<file path="src/rtl/sof_pkg.sv">
`default_nettype none

package sof_pkg;

	localparam int TSTEP_W = 17;
	localparam int COEF_W = 31;
	localparam int APB_DATA_W = 32;
	localparam int APB_ADDR_W = 4;
	localparam int MUL_DIGIT = 4;

	localparam logic [1:0] REG_DAMPING = 2'd0;
	localparam logic [1:0] REG_INERTIA = 2'd1;
	localparam logic [1:0] REG_RESPONSE = 2'd2;

	localparam logic [COEF_W-1:0] DAMPING_RST = 31'd10430;
	localparam logic [COEF_W-1:0] INERTIA_RST = 31'd415;
	localparam logic [COEF_W-1:0] RESPONSE_RST = 31'd2608;

	typedef enum logic [3:0] {
		ST_IDLE,
		ST_TSQ,
		ST_LIM,
		ST_DX,
		ST_VT,
		ST_K3,
		ST_K1,
		ST_DV,
		ST_OUT
	} sof_state_t;

	typedef enum logic [2:0] {
		MD_IDLE,
		MD_MUL,
		MD_CHK,
		MD_DIV,
		MD_SAT
	} md_state_t;

	typedef struct packed {
		logic start;
		logic div_mode;
	} md_ctrl_t;

endpackage

`default_nettype wire

</file>
<file path="src/rtl/sof_muldiv.sv">
`default_nettype none

module sof_muldiv #(
	parameter int DATA_WIDTH = 32,
	parameter int FRAC_BITS = 16,
	parameter int A_WIDTH = 34,
	parameter int B_WIDTH = 31,
	parameter int C_WIDTH = 32
) (
	input  logic                         clk,
	input  logic                         arst_n,
	input  sof_pkg::md_ctrl_t            ctrl,
	input  logic signed [A_WIDTH-1:0]    op_a,
	input  logic [B_WIDTH-1:0]           op_b,
	input  logic [C_WIDTH-1:0]           op_c,
	output logic                         done,
	output logic signed [DATA_WIDTH-1:0] result
);
	import sof_pkg::*;

	localparam int NDIG = (B_WIDTH + MUL_DIGIT - 1) / MUL_DIGIT;
	localparam int BPW = NDIG * MUL_DIGIT;
	localparam int PW = A_WIDTH + BPW;
	localparam int HW = PW - DATA_WIDTH;
	localparam int XW = (HW > C_WIDTH) ? HW : C_WIDTH;
	localparam int PPW = A_WIDTH + MUL_DIGIT;
	localparam int CNT_MAX = (DATA_WIDTH > NDIG) ? DATA_WIDTH : NDIG;
	localparam int CNTW = $clog2(CNT_MAX);
	localparam logic [DATA_WIDTH-1:0] POS_LIM = {1'b0, {(DATA_WIDTH-1){1'b1}}};
	localparam logic [DATA_WIDTH-1:0] NEG_LIM = {1'b1, {(DATA_WIDTH-1){1'b0}}};

	md_state_t st_q, st_d;

	logic                  neg_q;
	logic                  div_q;
	logic                  ovf_q;
	logic [A_WIDTH-1:0]    mag_q;
	logic [BPW-1:0]        mb_q;
	logic [C_WIDTH-1:0]    c_q;
	logic [C_WIDTH-1:0]    rem_q;
	logic [PW-1:0]         prod_q;
	logic [CNTW-1:0]       cnt_q;
	logic                  done_q;
	logic signed [DATA_WIDTH-1:0] res_q;

	logic [A_WIDTH-1:0]    a_mag;
	logic [MUL_DIGIT-1:0]  digit;
	logic [PPW-1:0]        pp;
	logic [PW-1:0]         acc_next;
	logic [XW-1:0]         hi_ext;
	logic [XW-1:0]         c_ext;
	logic                  ovf_div;
	logic                  ovf_shift;
	logic [C_WIDTH:0]      trial;
	logic [C_WIDTH:0]      trial_diff;
	logic                  trial_ge;
	logic [C_WIDTH-1:0]    rem_next;
	logic [DATA_WIDTH-1:0] lim;
	logic [DATA_WIDTH-1:0] q_sat;

	assign a_mag = op_a[A_WIDTH-1] ? A_WIDTH'(-op_a) : A_WIDTH'(op_a);

	// The multiplier is consumed one digit a cycle, most significant first.
	assign digit = mb_q[BPW-1 -: MUL_DIGIT];
	assign pp = PPW'(mag_q) * PPW'(digit);
	assign acc_next = {prod_q[PW-MUL_DIGIT-1:0], {MUL_DIGIT{1'b0}}} + PW'(pp);

	// The quotient fits in DATA_WIDTH bits only if the bits above it are below the divisor.
	assign hi_ext = XW'(prod_q[PW-1:DATA_WIDTH]);
	assign c_ext = XW'(c_q);
	assign ovf_div = (hi_ext >= c_ext);
	assign ovf_shift = |prod_q[PW-1:FRAC_BITS+DATA_WIDTH];

	assign trial = {rem_q, prod_q[DATA_WIDTH-1]};
	assign trial_diff = trial - {1'b0, c_q};
	assign trial_ge = (trial >= {1'b0, c_q});
	assign rem_next = trial_ge ? trial_diff[C_WIDTH-1:0] : trial[C_WIDTH-1:0];

	assign lim = neg_q ? NEG_LIM : POS_LIM;
	assign q_sat = (ovf_q || (prod_q[DATA_WIDTH-1:0] > lim)) ? lim : prod_q[DATA_WIDTH-1:0];

	always_ff @(posedge clk or negedge arst_n) begin
		if (!arst_n) begin
			st_q <= MD_IDLE;
			done_q <= 1'b0;
		end else begin
			st_q <= st_d;
			done_q <= (st_q == MD_SAT);
		end
	end

	always_comb begin
		st_d = st_q;
		unique case (st_q)
			MD_IDLE: begin
				if (ctrl.start) begin
					st_d = MD_MUL;
				end
			end
			MD_MUL: begin
				if (cnt_q == '0) begin
					st_d = MD_CHK;
				end
			end
			MD_CHK: begin
				if (div_q && !ovf_div) begin
					st_d = MD_DIV;
				end else begin
					st_d = MD_SAT;
				end
			end
			MD_DIV: begin
				if (cnt_q == '0) begin
					st_d = MD_SAT;
				end
			end
			MD_SAT: begin
				st_d = MD_IDLE;
			end
			default: begin
				st_d = MD_IDLE;
			end
		endcase
	end

	always_ff @(posedge clk) begin
		unique case (st_q)
			MD_IDLE: begin
				if (ctrl.start) begin
					neg_q <= op_a[A_WIDTH-1];
					mag_q <= a_mag;
					mb_q <= BPW'(op_b);
					div_q <= ctrl.div_mode;
					c_q <= (op_c == '0) ? C_WIDTH'(1) : op_c;
					prod_q <= '0;
					cnt_q <= CNTW'(NDIG - 1);
				end
			end
			MD_MUL: begin
				prod_q <= acc_next;
				mb_q <= mb_q << MUL_DIGIT;
				cnt_q <= cnt_q - CNTW'(1);
			end
			MD_CHK: begin
				if (!div_q) begin
					prod_q[DATA_WIDTH-1:0] <= prod_q[FRAC_BITS +: DATA_WIDTH];
					ovf_q <= ovf_shift;
				end else begin
					ovf_q <= ovf_div;
					rem_q <= hi_ext[C_WIDTH-1:0];
					cnt_q <= CNTW'(DATA_WIDTH - 1);
				end
			end
			MD_DIV: begin
				rem_q <= rem_next;
				prod_q[DATA_WIDTH-1:0] <= {prod_q[DATA_WIDTH-2:0], trial_ge};
				cnt_q <= cnt_q - CNTW'(1);
			end
			MD_SAT: begin
				res_q <= neg_q ? -q_sat : q_sat;
			end
			default: begin
			end
		endcase
	end

	assign done = done_q;
	assign result = res_q;

endmodule

`default_nettype wire

</file>
<file path="src/rtl/second_order_follower_top.sv">
`default_nettype none

// Second-order follower: each item (target, step_time) advances a position and
// velocity by one semi-implicit Euler step toward the target, with k2 raised to
// the stability floor 1.1*(T*T/4 + k1/2) when needed (flag stabilized). All
// values are signed fixed point with FRAC_BITS fraction bits; results saturate.
// Every item runs seven multiply-shift or multiply-divide operations through one
// shared iterative unit that takes 4 multiplier bits a cycle and one quotient bit
// a cycle, with NDIG = 8 multiplier digits. A division whose quotient saturates
// skips its quotient steps, and a result that cannot enter the output register
// holds the block in its last state until it can. in_ready is high only between
// items, and one finished result can wait in the output register meanwhile.
// Coefficients k1, k2, k3 are written over the APB port at byte addresses 0, 4, 8
// and should only be changed while the block is idle.
module second_order_follower_top #(
	parameter int FRAC_BITS = 16,
	parameter int DATA_WIDTH = 32
) (
	input  logic                             clk,
	input  logic                             arst_n,
	input  logic                             in_valid,
	output logic                             in_ready,
	input  logic signed [31:0]               target,
	input  logic [sof_pkg::TSTEP_W-1:0]      step_time,
	output logic                             out_valid,
	input  logic                             out_ready,
	output logic signed [31:0]               position,
	output logic signed [31:0]               velocity,
	output logic                             stabilized,
	input  logic                             psel,
	input  logic                             penable,
	input  logic                             pwrite,
	input  logic [sof_pkg::APB_ADDR_W-1:0]   paddr,
	input  logic [sof_pkg::APB_DATA_W-1:0]   pwdata,
	output logic [sof_pkg::APB_DATA_W-1:0]   prdata,
	output logic                             pready
);
	import sof_pkg::*;

	localparam int DW = DATA_WIDTH;
	localparam int AW = DW + 2;
	localparam int BW = (FRAC_BITS + 2 > COEF_W) ? FRAC_BITS + 2 : COEF_W;
	localparam int CW = (DW > BW) ? DW : BW;
	localparam int XW = (DW > 32) ? DW : 32;
	localparam int WW = XW + 2;

	localparam logic [BW-1:0] FX_ONE_B = BW'(1) << FRAC_BITS;
	localparam logic [BW-1:0] C11_B = BW'((11 * (64'(1) << FRAC_BITS) + 5) / 10);
	localparam logic signed [WW-1:0] DW_MAX_W = (WW'(1) << (DW - 1)) - WW'(1);
	localparam logic signed [WW-1:0] DW_MIN_W = ~DW_MAX_W;
	localparam logic signed [WW-1:0] O_MAX_W = (WW'(1) << 31) - WW'(1);
	localparam logic signed [WW-1:0] O_MIN_W = ~O_MAX_W;

	function automatic logic signed [DW-1:0] sat_dw(input logic signed [WW-1:0] v);
		logic signed [WW-1:0] r;
		if (v > DW_MAX_W) begin
			r = DW_MAX_W;
		end else if (v < DW_MIN_W) begin
			r = DW_MIN_W;
		end else begin
			r = v;
		end
		return r[DW-1:0];
	endfunction

	function automatic logic signed [31:0] sat_out(input logic signed [WW-1:0] v);
		logic signed [WW-1:0] r;
		if (v > O_MAX_W) begin
			r = O_MAX_W;
		end else if (v < O_MIN_W) begin
			r = O_MIN_W;
		end else begin
			r = v;
		end
		return r[31:0];
	endfunction

	sof_state_t st_q, st_d;

	logic [COEF_W-1:0] k1_q, k2_q, k3_q;
	logic [1:0]        reg_idx;
	logic              cfg_wr;

	logic signed [DW-1:0] prev_q, pos_q, vel_q;
	logic signed [DW-1:0] x_q, sum_q, dx_q, y1_q;
	logic [TSTEP_W-1:0]   t_q;
	logic [CW-1:0]        k2eff_q;
	logic                 stab_q;
	logic signed [AW-1:0] acc_q;
	logic                 issued_q;
	logic                 out_valid_q;
	logic signed [31:0]   position_q, velocity_q;
	logic                 stabilized_q;

	md_ctrl_t             md_ctrl;
	logic                 is_op;
	logic signed [AW-1:0] md_a;
	logic [BW-1:0]        md_b;
	logic [CW-1:0]        md_c;
	logic                 md_done;
	logic signed [DW-1:0] md_result;

	logic                 in_fire;
	logic                 out_load;
	logic [TSTEP_W-1:0]   t_clamped;
	logic                 k2_below;

	// Configuration port.
	assign pready = 1'b1;
	assign reg_idx = paddr[APB_ADDR_W-1:2];
	assign cfg_wr = psel && penable && pwrite;

	always_ff @(posedge clk or negedge arst_n) begin
		if (!arst_n) begin
			k1_q <= DAMPING_RST;
			k2_q <= INERTIA_RST;
			k3_q <= RESPONSE_RST;
		end else if (cfg_wr) begin
			unique case (reg_idx)
				REG_DAMPING: k1_q <= pwdata[COEF_W-1:0];
				REG_INERTIA: k2_q <= pwdata[COEF_W-1:0];
				REG_RESPONSE: k3_q <= pwdata[COEF_W-1:0];
				default: begin
				end
			endcase
		end
	end

	always_comb begin
		unique case (reg_idx)
			REG_DAMPING: prdata = APB_DATA_W'(k1_q);
			REG_INERTIA: prdata = APB_DATA_W'(k2_q);
			REG_RESPONSE: prdata = APB_DATA_W'(k3_q);
			default: prdata = '0;
		endcase
	end

	// A zero step counts as one LSB and a step above one second is cut to one second.
	always_comb begin
		if (step_time == '0) begin
			t_clamped = TSTEP_W'(1);
		end else if (BW'(step_time) > FX_ONE_B) begin
			t_clamped = FX_ONE_B[TSTEP_W-1:0];
		end else begin
			t_clamped = step_time;
		end
	end

	assign in_ready = (st_q == ST_IDLE);
	assign in_fire = in_valid && in_ready;
	assign out_load = (st_q == ST_OUT) && (!out_valid_q || out_ready);
	assign k2_below = WW'($signed({1'b0, k2_q})) < WW'(md_result);

	always_comb begin
		st_d = st_q;
		is_op = 1'b0;
		md_a = '0;
		md_b = '0;
		md_c = '0;
		md_ctrl.div_mode = 1'b0;
		unique case (st_q)
			ST_IDLE: begin
				if (in_valid) begin
					st_d = ST_TSQ;
				end
			end
			ST_TSQ: begin
				is_op = 1'b1;
				md_a = AW'(t_q);
				md_b = BW'(t_q);
				if (md_done) begin
					st_d = ST_LIM;
				end
			end
			ST_LIM: begin
				is_op = 1'b1;
				md_a = AW'(sum_q);
				md_b = C11_B;
				if (md_done) begin
					st_d = ST_DX;
				end
			end
			ST_DX: begin
				is_op = 1'b1;
				md_a = AW'(x_q) - AW'(prev_q);
				md_b = FX_ONE_B;
				md_c = CW'(t_q);
				md_ctrl.div_mode = 1'b1;
				if (md_done) begin
					st_d = ST_VT;
				end
			end
			ST_VT: begin
				is_op = 1'b1;
				md_a = AW'(vel_q);
				md_b = BW'(t_q);
				if (md_done) begin
					st_d = ST_K3;
				end
			end
			ST_K3: begin
				is_op = 1'b1;
				md_a = AW'(dx_q);
				md_b = BW'(k3_q);
				if (md_done) begin
					st_d = ST_K1;
				end
			end
			ST_K1: begin
				is_op = 1'b1;
				md_a = AW'(vel_q);
				md_b = BW'(k1_q);
				if (md_done) begin
					st_d = ST_DV;
				end
			end
			ST_DV: begin
				is_op = 1'b1;
				md_a = acc_q;
				md_b = BW'(t_q);
				md_c = k2eff_q;
				md_ctrl.div_mode = 1'b1;
				if (md_done) begin
					st_d = ST_OUT;
				end
			end
			ST_OUT: begin
				if (!out_valid_q || out_ready) begin
					st_d = ST_IDLE;
				end
			end
			default: begin
				st_d = ST_IDLE;
			end
		endcase
		md_ctrl.start = is_op && !issued_q;
	end

	always_ff @(posedge clk or negedge arst_n) begin
		if (!arst_n) begin
			st_q <= ST_IDLE;
			issued_q <= 1'b0;
			out_valid_q <= 1'b0;
			prev_q <= '0;
			pos_q <= '0;
			vel_q <= '0;
		end else begin
			st_q <= st_d;
			if (md_done) begin
				issued_q <= 1'b0;
			end else if (md_ctrl.start) begin
				issued_q <= 1'b1;
			end
			if (out_load) begin
				out_valid_q <= 1'b1;
			end else if (out_ready) begin
				out_valid_q <= 1'b0;
			end
			if ((st_q == ST_DV) && md_done) begin
				prev_q <= x_q;
				pos_q <= y1_q;
				vel_q <= sat_dw(WW'(vel_q) + WW'(md_result));
			end
		end
	end

	always_ff @(posedge clk) begin
		if (in_fire) begin
			x_q <= sat_dw(WW'(target));
			t_q <= t_clamped;
		end
		if (md_done) begin
			unique case (st_q)
				ST_TSQ: begin
					sum_q <= sat_dw(WW'(md_result >>> 2)
						+ WW'($signed({2'b00, k1_q[COEF_W-1:1]})));
				end
				ST_LIM: begin
					stab_q <= k2_below;
					k2eff_q <= k2_below ? CW'(md_result) : CW'(k2_q);
				end
				ST_DX: begin
					dx_q <= md_result;
				end
				ST_VT: begin
					y1_q <= sat_dw(WW'(pos_q) + WW'(md_result));
				end
				ST_K3: begin
					acc_q <= AW'(x_q) + AW'(md_result) - AW'(y1_q);
				end
				ST_K1: begin
					acc_q <= acc_q - AW'(md_result);
				end
				default: begin
				end
			endcase
		end
		if (out_load) begin
			position_q <= sat_out(WW'(pos_q));
			velocity_q <= sat_out(WW'(vel_q));
			stabilized_q <= stab_q;
		end
	end

	sof_muldiv #(
		.DATA_WIDTH(DW),
		.FRAC_BITS(FRAC_BITS),
		.A_WIDTH(AW),
		.B_WIDTH(BW),
		.C_WIDTH(CW)
	) u_muldiv (
		.clk(clk),
		.arst_n(arst_n),
		.ctrl(md_ctrl),
		.op_a(md_a),
		.op_b(md_b),
		.op_c(md_c),
		.done(md_done),
		.result(md_result)
	);

	assign out_valid = out_valid_q;
	assign position = position_q;
	assign velocity = velocity_q;
	assign stabilized = stabilized_q;

endmodule

`default_nettype wire
</file>
<file path="config.mk">
export PLATFORM = sky130hd
export DESIGN_NAME = second_order_follower_top
export DESIGN_NICKNAME = d
export VERILOG_FILES = /design/src/rtl/sof_pkg.sv /design/src/rtl/sof_muldiv.sv /design/src/rtl/second_order_follower_top.sv
export SDC_FILE = /design/constraint.sdc
export NUM_CORES = 2
export LEC_CHECK = 0
export ABC_AREA = 1
export BUFFER_PORTS_ARGS = -buffer_cell sky130_fd_sc_hd__buf_4
export CAP_MARGIN = 20
export CORE_ASPECT_RATIO = 0.7
export CORE_MARGIN = 1
export CORE_UTILIZATION = 58
export DETAILED_ROUTE_END_ITERATION = 10
export PLACE_DENSITY = 0.75
export SLEW_MARGIN = 40
export SYNTH_ARGS = -nofsm -noshare
export SYNTH_HDL_FRONTEND = slang
export SYNTH_SLANG_ARGS = --single-unit
</file>
<file path="constraint.sdc">
create_clock -name clk -period 5.7 [get_ports clk]
set_input_delay 1.14 -clock clk [delete_from_list [all_inputs] [get_ports clk]]
set_output_delay 1.14 -clock clk [all_outputs]
set_load 0.05 [all_outputs]
</file>
---- Yosys cells after proc, flatten, opt, wreduce, memory -nomap -nowiden ----
Index checks and enable logic that the tools add are counted.
storage, ports and cells
  output and inout port bits .............. 100
  flip-flop bits (word level) ............. 712
operators by class
  reduce and logical (&&, ||, !) cells .... 47
  equality and inequality tests ........... 28
  $lt $le $gt $ge ......................... 17
  mux-type cells .......................... 52
  $mul .................................... 1
  add/sub/neg operators ................... 12
operator list
  operator                                                                            number
  32-bit 2-to-1 mux                                                                   14
  34-bit one-hot mux with 6 select lines                                              1
  32-bit one-hot mux with 2 select lines                                              3
  31-bit one-hot mux with 5 select lines                                              1
  34-bit one-hot mux with 2 select lines                                              2
  32-bit greater-than comparator (second input constant)                              4
  32-bit less-than comparator (second input constant)                                 4
  32-bit one-hot mux with 4 select lines                                              1
  32-bit by 32-bit adder with 33-bit output                                           3
  31-bit one-hot mux with 3 select lines                                              1
  66-bit by 38-bit adder with 66-bit output                                           1
  33-bit by 32-bit greater-than comparator with 1-bit output (second input constant)  2
  33-bit by 32-bit less-than comparator with 1-bit output (second input constant)     2
  66-bit 2-to-1 mux                                                                   1
  34-bit by 4-bit multiplier with 38-bit output                                       1
  4-bit 2-to-1 mux                                                                    9
  4-bit one-hot mux with 9 select lines                                               1
  34-bit by 32-bit greater-or-equal comparator with 1-bit output                      1
  34-bit negation                                                                     1
  33-bit by 32-bit subtractor with 34-bit output                                      1
  34-bit by 32-bit subtractor with 34-bit output                                      1
  33-bit by 32-bit greater-or-equal comparator with 1-bit output                      1
  33-bit 2-to-1 mux                                                                   1
  32-bit by 32-bit subtractor with 33-bit output                                      1
  other kinds (44)                                                                    99

---- Logic depth before layout (Yosys ltp) ----
  depth in word-level cells ............... 6
  gate-level depth with buffers ........... 32
  mapped depth without buffers ............ 28

---- Hierarchy ----
A second synthesis with hierarchy kept.
second synthesis, totals
  cell total of the unflattened synthesis .. 7284
  area, all modules ....................... 55172.9 um^2
modules (own cells, without submodules)
  module                     area an instance (um^2)  times used  cells each
  second_order_follower_top  33704.8                  1           4487
  sof_muldiv                 21468.1                  1           2797

---- Worst setup path after synthesis ----
OpenSTA, ideal clock, no wires.
  kind .................................... register to register
  from .................................... reg u_muldiv.st_q[1]
  to ...................................... reg u_muldiv.mb_q[0], enable pin
  required time ........................... 5.119 ns
  cell stages (with the launch flop) ...... 6
  slack ................................... -0.246 ns
  buffers on the path ..................... 0
  arrival ................................. 5.365 ns
  path through ............................ dfrtp_1 > nor2_1 > inv_1 > nor2_1 > inv_1 > o21ai_0
between the ends
  cells in the longest elaborated chain, start to end .. 3
  elaborated cells between the ends (all ways) .. 5
ends and longest elaborated chain
  item                                                                         line               RTL
  start: declaration                                                           sof_muldiv.sv:32   md_state_t st_q, st_d;
  start signal: assignment                                                     sof_muldiv.sv:87   st_q <= st_d;
  3-bit by 1-bit == test with 1-bit output or 3-bit zero test (tied branches)  sof_muldiv.sv:127  unique case (st_q)
  2-bit nonzero test (no source line) or 2-bit != test (tied branches)         n/a
  2-bit AND reduction (no source line) (*)                                     n/a
  end signal: assignment                                                       sof_muldiv.sv:132  mb_q <= BPW'(op_b);
  end signal: assignment                                                       sof_muldiv.sv:141  mb_q <= mb_q << MUL_DIGIT;
  end: declaration                                                             sof_muldiv.sv:38   logic [BPW-1:0] mb_q;
Every way passes the cells marked *; elsewhere a longest branch is shown, timed or not.
A chain may end at the register's enable or synchronous reset.

---- Worst setup path after layout ----
  from .................................... reg u_muldiv.mb_q[31]
  to ...................................... reg u_muldiv.prod_q[65], data pin
between the ends
  cells in the longest elaborated chain, start to end .. 3
ends and longest elaborated chain
  item                                           line               RTL
  34-bit by 4-bit multiplier with 38-bit output  sof_muldiv.sv:65   assign pp = PPW'(mag_q) * PPW'(digit);
  66-bit by 38-bit adder with 66-bit output      sof_muldiv.sv:66   assign acc_next = {prod_q[PW-MUL_DIGIT-1:0], {MUL_DIGIT{1'b0}}} + PW'(pp);
  34-bit one-hot mux with 2 select lines         sof_muldiv.sv:127
  end signal: assignment                         sof_muldiv.sv:140  prod_q <= acc_next;
  end signal: indexed assignment                 sof_muldiv.sv:146  prod_q[DATA_WIDTH-1:0] <= prod_q[FRAC_BITS +: DATA_WIDTH];
  end signal: indexed assignment                 sof_muldiv.sv:156  prod_q[DATA_WIDTH-1:0] <= {prod_q[DATA_WIDTH-2:0], trial_ge};
  end: declaration                               sof_muldiv.sv:41   logic [PW-1:0] prod_q;
No other way between the ends.

==> out/qor.csv <==
metric,value,unit
final setup fails,0,
top post-synthesis cells by area,"edfxtp_1, nand2_1, ha_1",
clk sink count,712,
largest area contributor in the netlist,edfxtp_1,
Slew @ Worst Pin,0.859,ns
Sw Pwr,18100,µW
largest registers,"u_muldiv.prod_q x66, acc_q x34, u_muldiv.mag_q x34",
most common cell in the netlist,nand2_1,
"Gates resized, CTS repair",0,
Clock transition at path regs,0.07,ns
first-pass GRT wire length,284,mm
vias in the first global route,43800,
"Remaining Overflow, GRT",0,
Mapped Area,0.0529,mm²
share of the synthesized area in the top cell type,0.291,
Max Slew Vio Count,0,
Max Clock Freq,183,MHz
fin util,0.646,
# hold bufs at CTS,0,
Hold Path Class,input pin to async pin,
pin count of the biggest net entering global routing,85,
leakage,0.0275,µW
Clock power frac,0.153,
"flops & latches, synth",712,
Sw Share,0.514,
Synth Warn #,0,
via/cell ratio,6.06,
mux cell area share after synthesis,0.000402,
Final period util,0.960,
Syn-to-layout area delta,10.2,%
RR Endpoint,u_muldiv.prod_q[65],
Clock Latency Late Sink,0.68,ns
CP dominant cell by count,nand2_1,
die span in x,363,µm
wire per inst,24.4,µm
drt pass-1 iters,8,
Largest Register,u_muldiv.prod_q,
CTS tree,yes,
setup ws final,0.229,ns
ANT nets after route,0,
"Seq/Total Area, Yosys",0.386,
DR vias,49100,
Setup crit start kind,register,
Logic pwr share,0.596,
area of the die,0.0924,mm²
layout cells sized above 1,0.0751,
antenna violations before repair,17,
Power per Cell Area,604,mW/mm²
status,finished clean,
r2r startpoint,u_muldiv.mb_q[31],
max FFs per register,66,
worst-path fanout max,10,
Crit Path Class,register to register,
post-synthesis adder-cell area fraction,0.139,
RSZ-0062 raised after global routing,no,
Final min period,5.47,ns
CP endpoint,u_muldiv.prod_q[65],
Remaining DRCs,0,
Layout Nets,7416,
Netlist cell types,66,
"Avg Cell Area, Syn",7.85,µm²
Pint,17100,µW
Synth Area in Simple Gates,0.200,
Routability Congestion,1.05,
"Data required, critical path",6.12,ns
row cnt,92,
max cap viols,0,
final WL,198,mm
top cell types by occurrence after synthesis,"nand2_1, inv_1, o21ai_0",
reg2reg path depth,21,
die height,255,µm
dpl hpwl,155,mm
slowest CP cell,edfxtp_1,
Ports,192,
Root Driver,clkbuf_16,
CP startpoint,u_muldiv.mb_q[31],
Compound-Gate Fraction of Synth Area,0.151,
ys flop type,edfxtp_1,
"Async S/R FF share, synth",0.279,
Rel. slew slack,0.426,
Post-Synth XOR/XNOR Area,0.0260,
Worst Path Arrival,5.89,ns
GRT Util Overall,0.422,
Seq pwr share,0.251,
largest family of logic cells by synthesized area,simple AND/OR/NAND/NOR gates,
cts bufs inserted,76,
crit end category,register,
Sum Neg Setup Slack,0,ns
CTS H-tree lvls,3,
starting density of the core,0.586,
IO buf count,186,
total power,35100,µW
R2R setup slack,0.23,ns
Post-synth EDFFs,513,
Final Hold Viols,0,
VDD IR-drop max,0.000444,V
Syn Inst Count,6733,
CP cell instances,buf_4 -> nand2_1 -> inv_1 -> fa_1 -> fa_1 -> inv_1 -> fa_1 -> inv_1 -> ha_1 -> nand2_1 -> nor2_1 -> nand2_1 -> nand2_1 -> a31oi_1 -> o21ai_0 -> a21boi_0 -> buf_4 -> o22ai_1 -> nand3_1 -> nand2_1 -> nor2_1,
pre-CTS setup slack,0.461,ns
clock buffer depth,3,
final setup skew,0.0298,ns
"slowest stage delay, CP",0.56,ns
core area,0.0901,mm²
drt initial violations,7309,
==> per-layer routing <==
layer	vias to the layer above	wire length, µm	global-route usage
met2	3177	74400	0.550
li1	22400	-	-
met3	402	34300	0.178
met4	24	6940	0.133
met5	-	309	0.0114
met1	23100	81800	0.621
==> timing repair <==
item                       in CTS  in global routing
setup endpoints to repair       0                  1
hold endpoints to repair        0                  0
buffers inserted                0                  1
==> worst min path at each step <==
stage | end | slack (ns) | from
finish | prev_q[12] | 0.39 | arst_n
detailed placement | issued_q | 0.45 | u_muldiv.done
global route | prev_q[12] | 0.39 | arst_n
global placement | issued_q | 0.44 | u_muldiv.done
floorplan | stabilized | 0.40 | stab_q
CTS | k1_q[25] | 0.37 | arst_n
==> cell usage in the layout, fill, tap and decap left out, types with 34 or more instances in the layout <==
cell and instances:
inv_1 1053, nor3_1 67, xnor2_1 76, dfrtp_1 180, nor4_1 34, fa_1 135
nor2_1 523, nand3_1 221, o21a_1 35, a31oi_1 41, clkbuf_16 82, buf_4 264
o211ai_1 53, nand2_1 1599, a21oi_1 485, nand4_1 45, o21ai_0 579, xor2_1 81
ha_1 372, edfxtp_1 513
==> worst max-delay path, delay by kind of cell (launching register included) <==
family	cells	cell delay, ns
flops	1	0.56
fa+ha+maj	4	1.94
buf+inv	5	0.63
simple gates	8	0.90
compound gates	4	1.20
==> cell type report <==
| cell class | instances | area, µm² |
|---|---|---|
| multi-input cells | 4686 | 27500 |
| clock inverters | 41 | 449 |
| inverters | 1069 | 4020 |
| clock buffers | 100 | 2190 |
| fillers | 7753 | 31900 |
| well taps | 1222 | 1530 |
| repair buffers | 272 | 2130 |
| diodes | 8 | 20.0 |
| flip-flops and latches | 712 | 20400 |
==> through the flow <==
step,hold slack (ns),area (µm²),instances
after floorplan,0.400,52900,6734
after global placement,0.444,55400,7955
after detailed placement,0.454,55500,7959
after CTS,0.368,58200,8100
after global routing,0.394,58200,8102
final,0.386,58200,8110
==> power groups by stage <==
stage | clock network (µW) | logic, µW | registers, µW
after floorplan | 0 | 14100 | 8180
after global placement | 0 | 19500 | 8800
after detailed placement | 0 | 19800 | 8820
after CTS | 5400 | 20100 | 8730
after global routing | 5570 | 22900 | 8860
final | 5390 | 20900 | 8820
==> kinds of logic (layout without fill, tap and decap cells) <==
group | Yosys count | after routing
flip-flops | 712 | 712
XOR/XNOR | 157 | 157
AO/OA/AOI/OAI | 1423 | 1423
AND/OR/NAND/NOR | 2594 | 2594
buffers and inverters | 1336 | 1482
other | 2 | 11
multiplexers | 2 | 2
adder cells (fa/ha/maj) | 507 | 507
(Power assumes the default switching activity.)
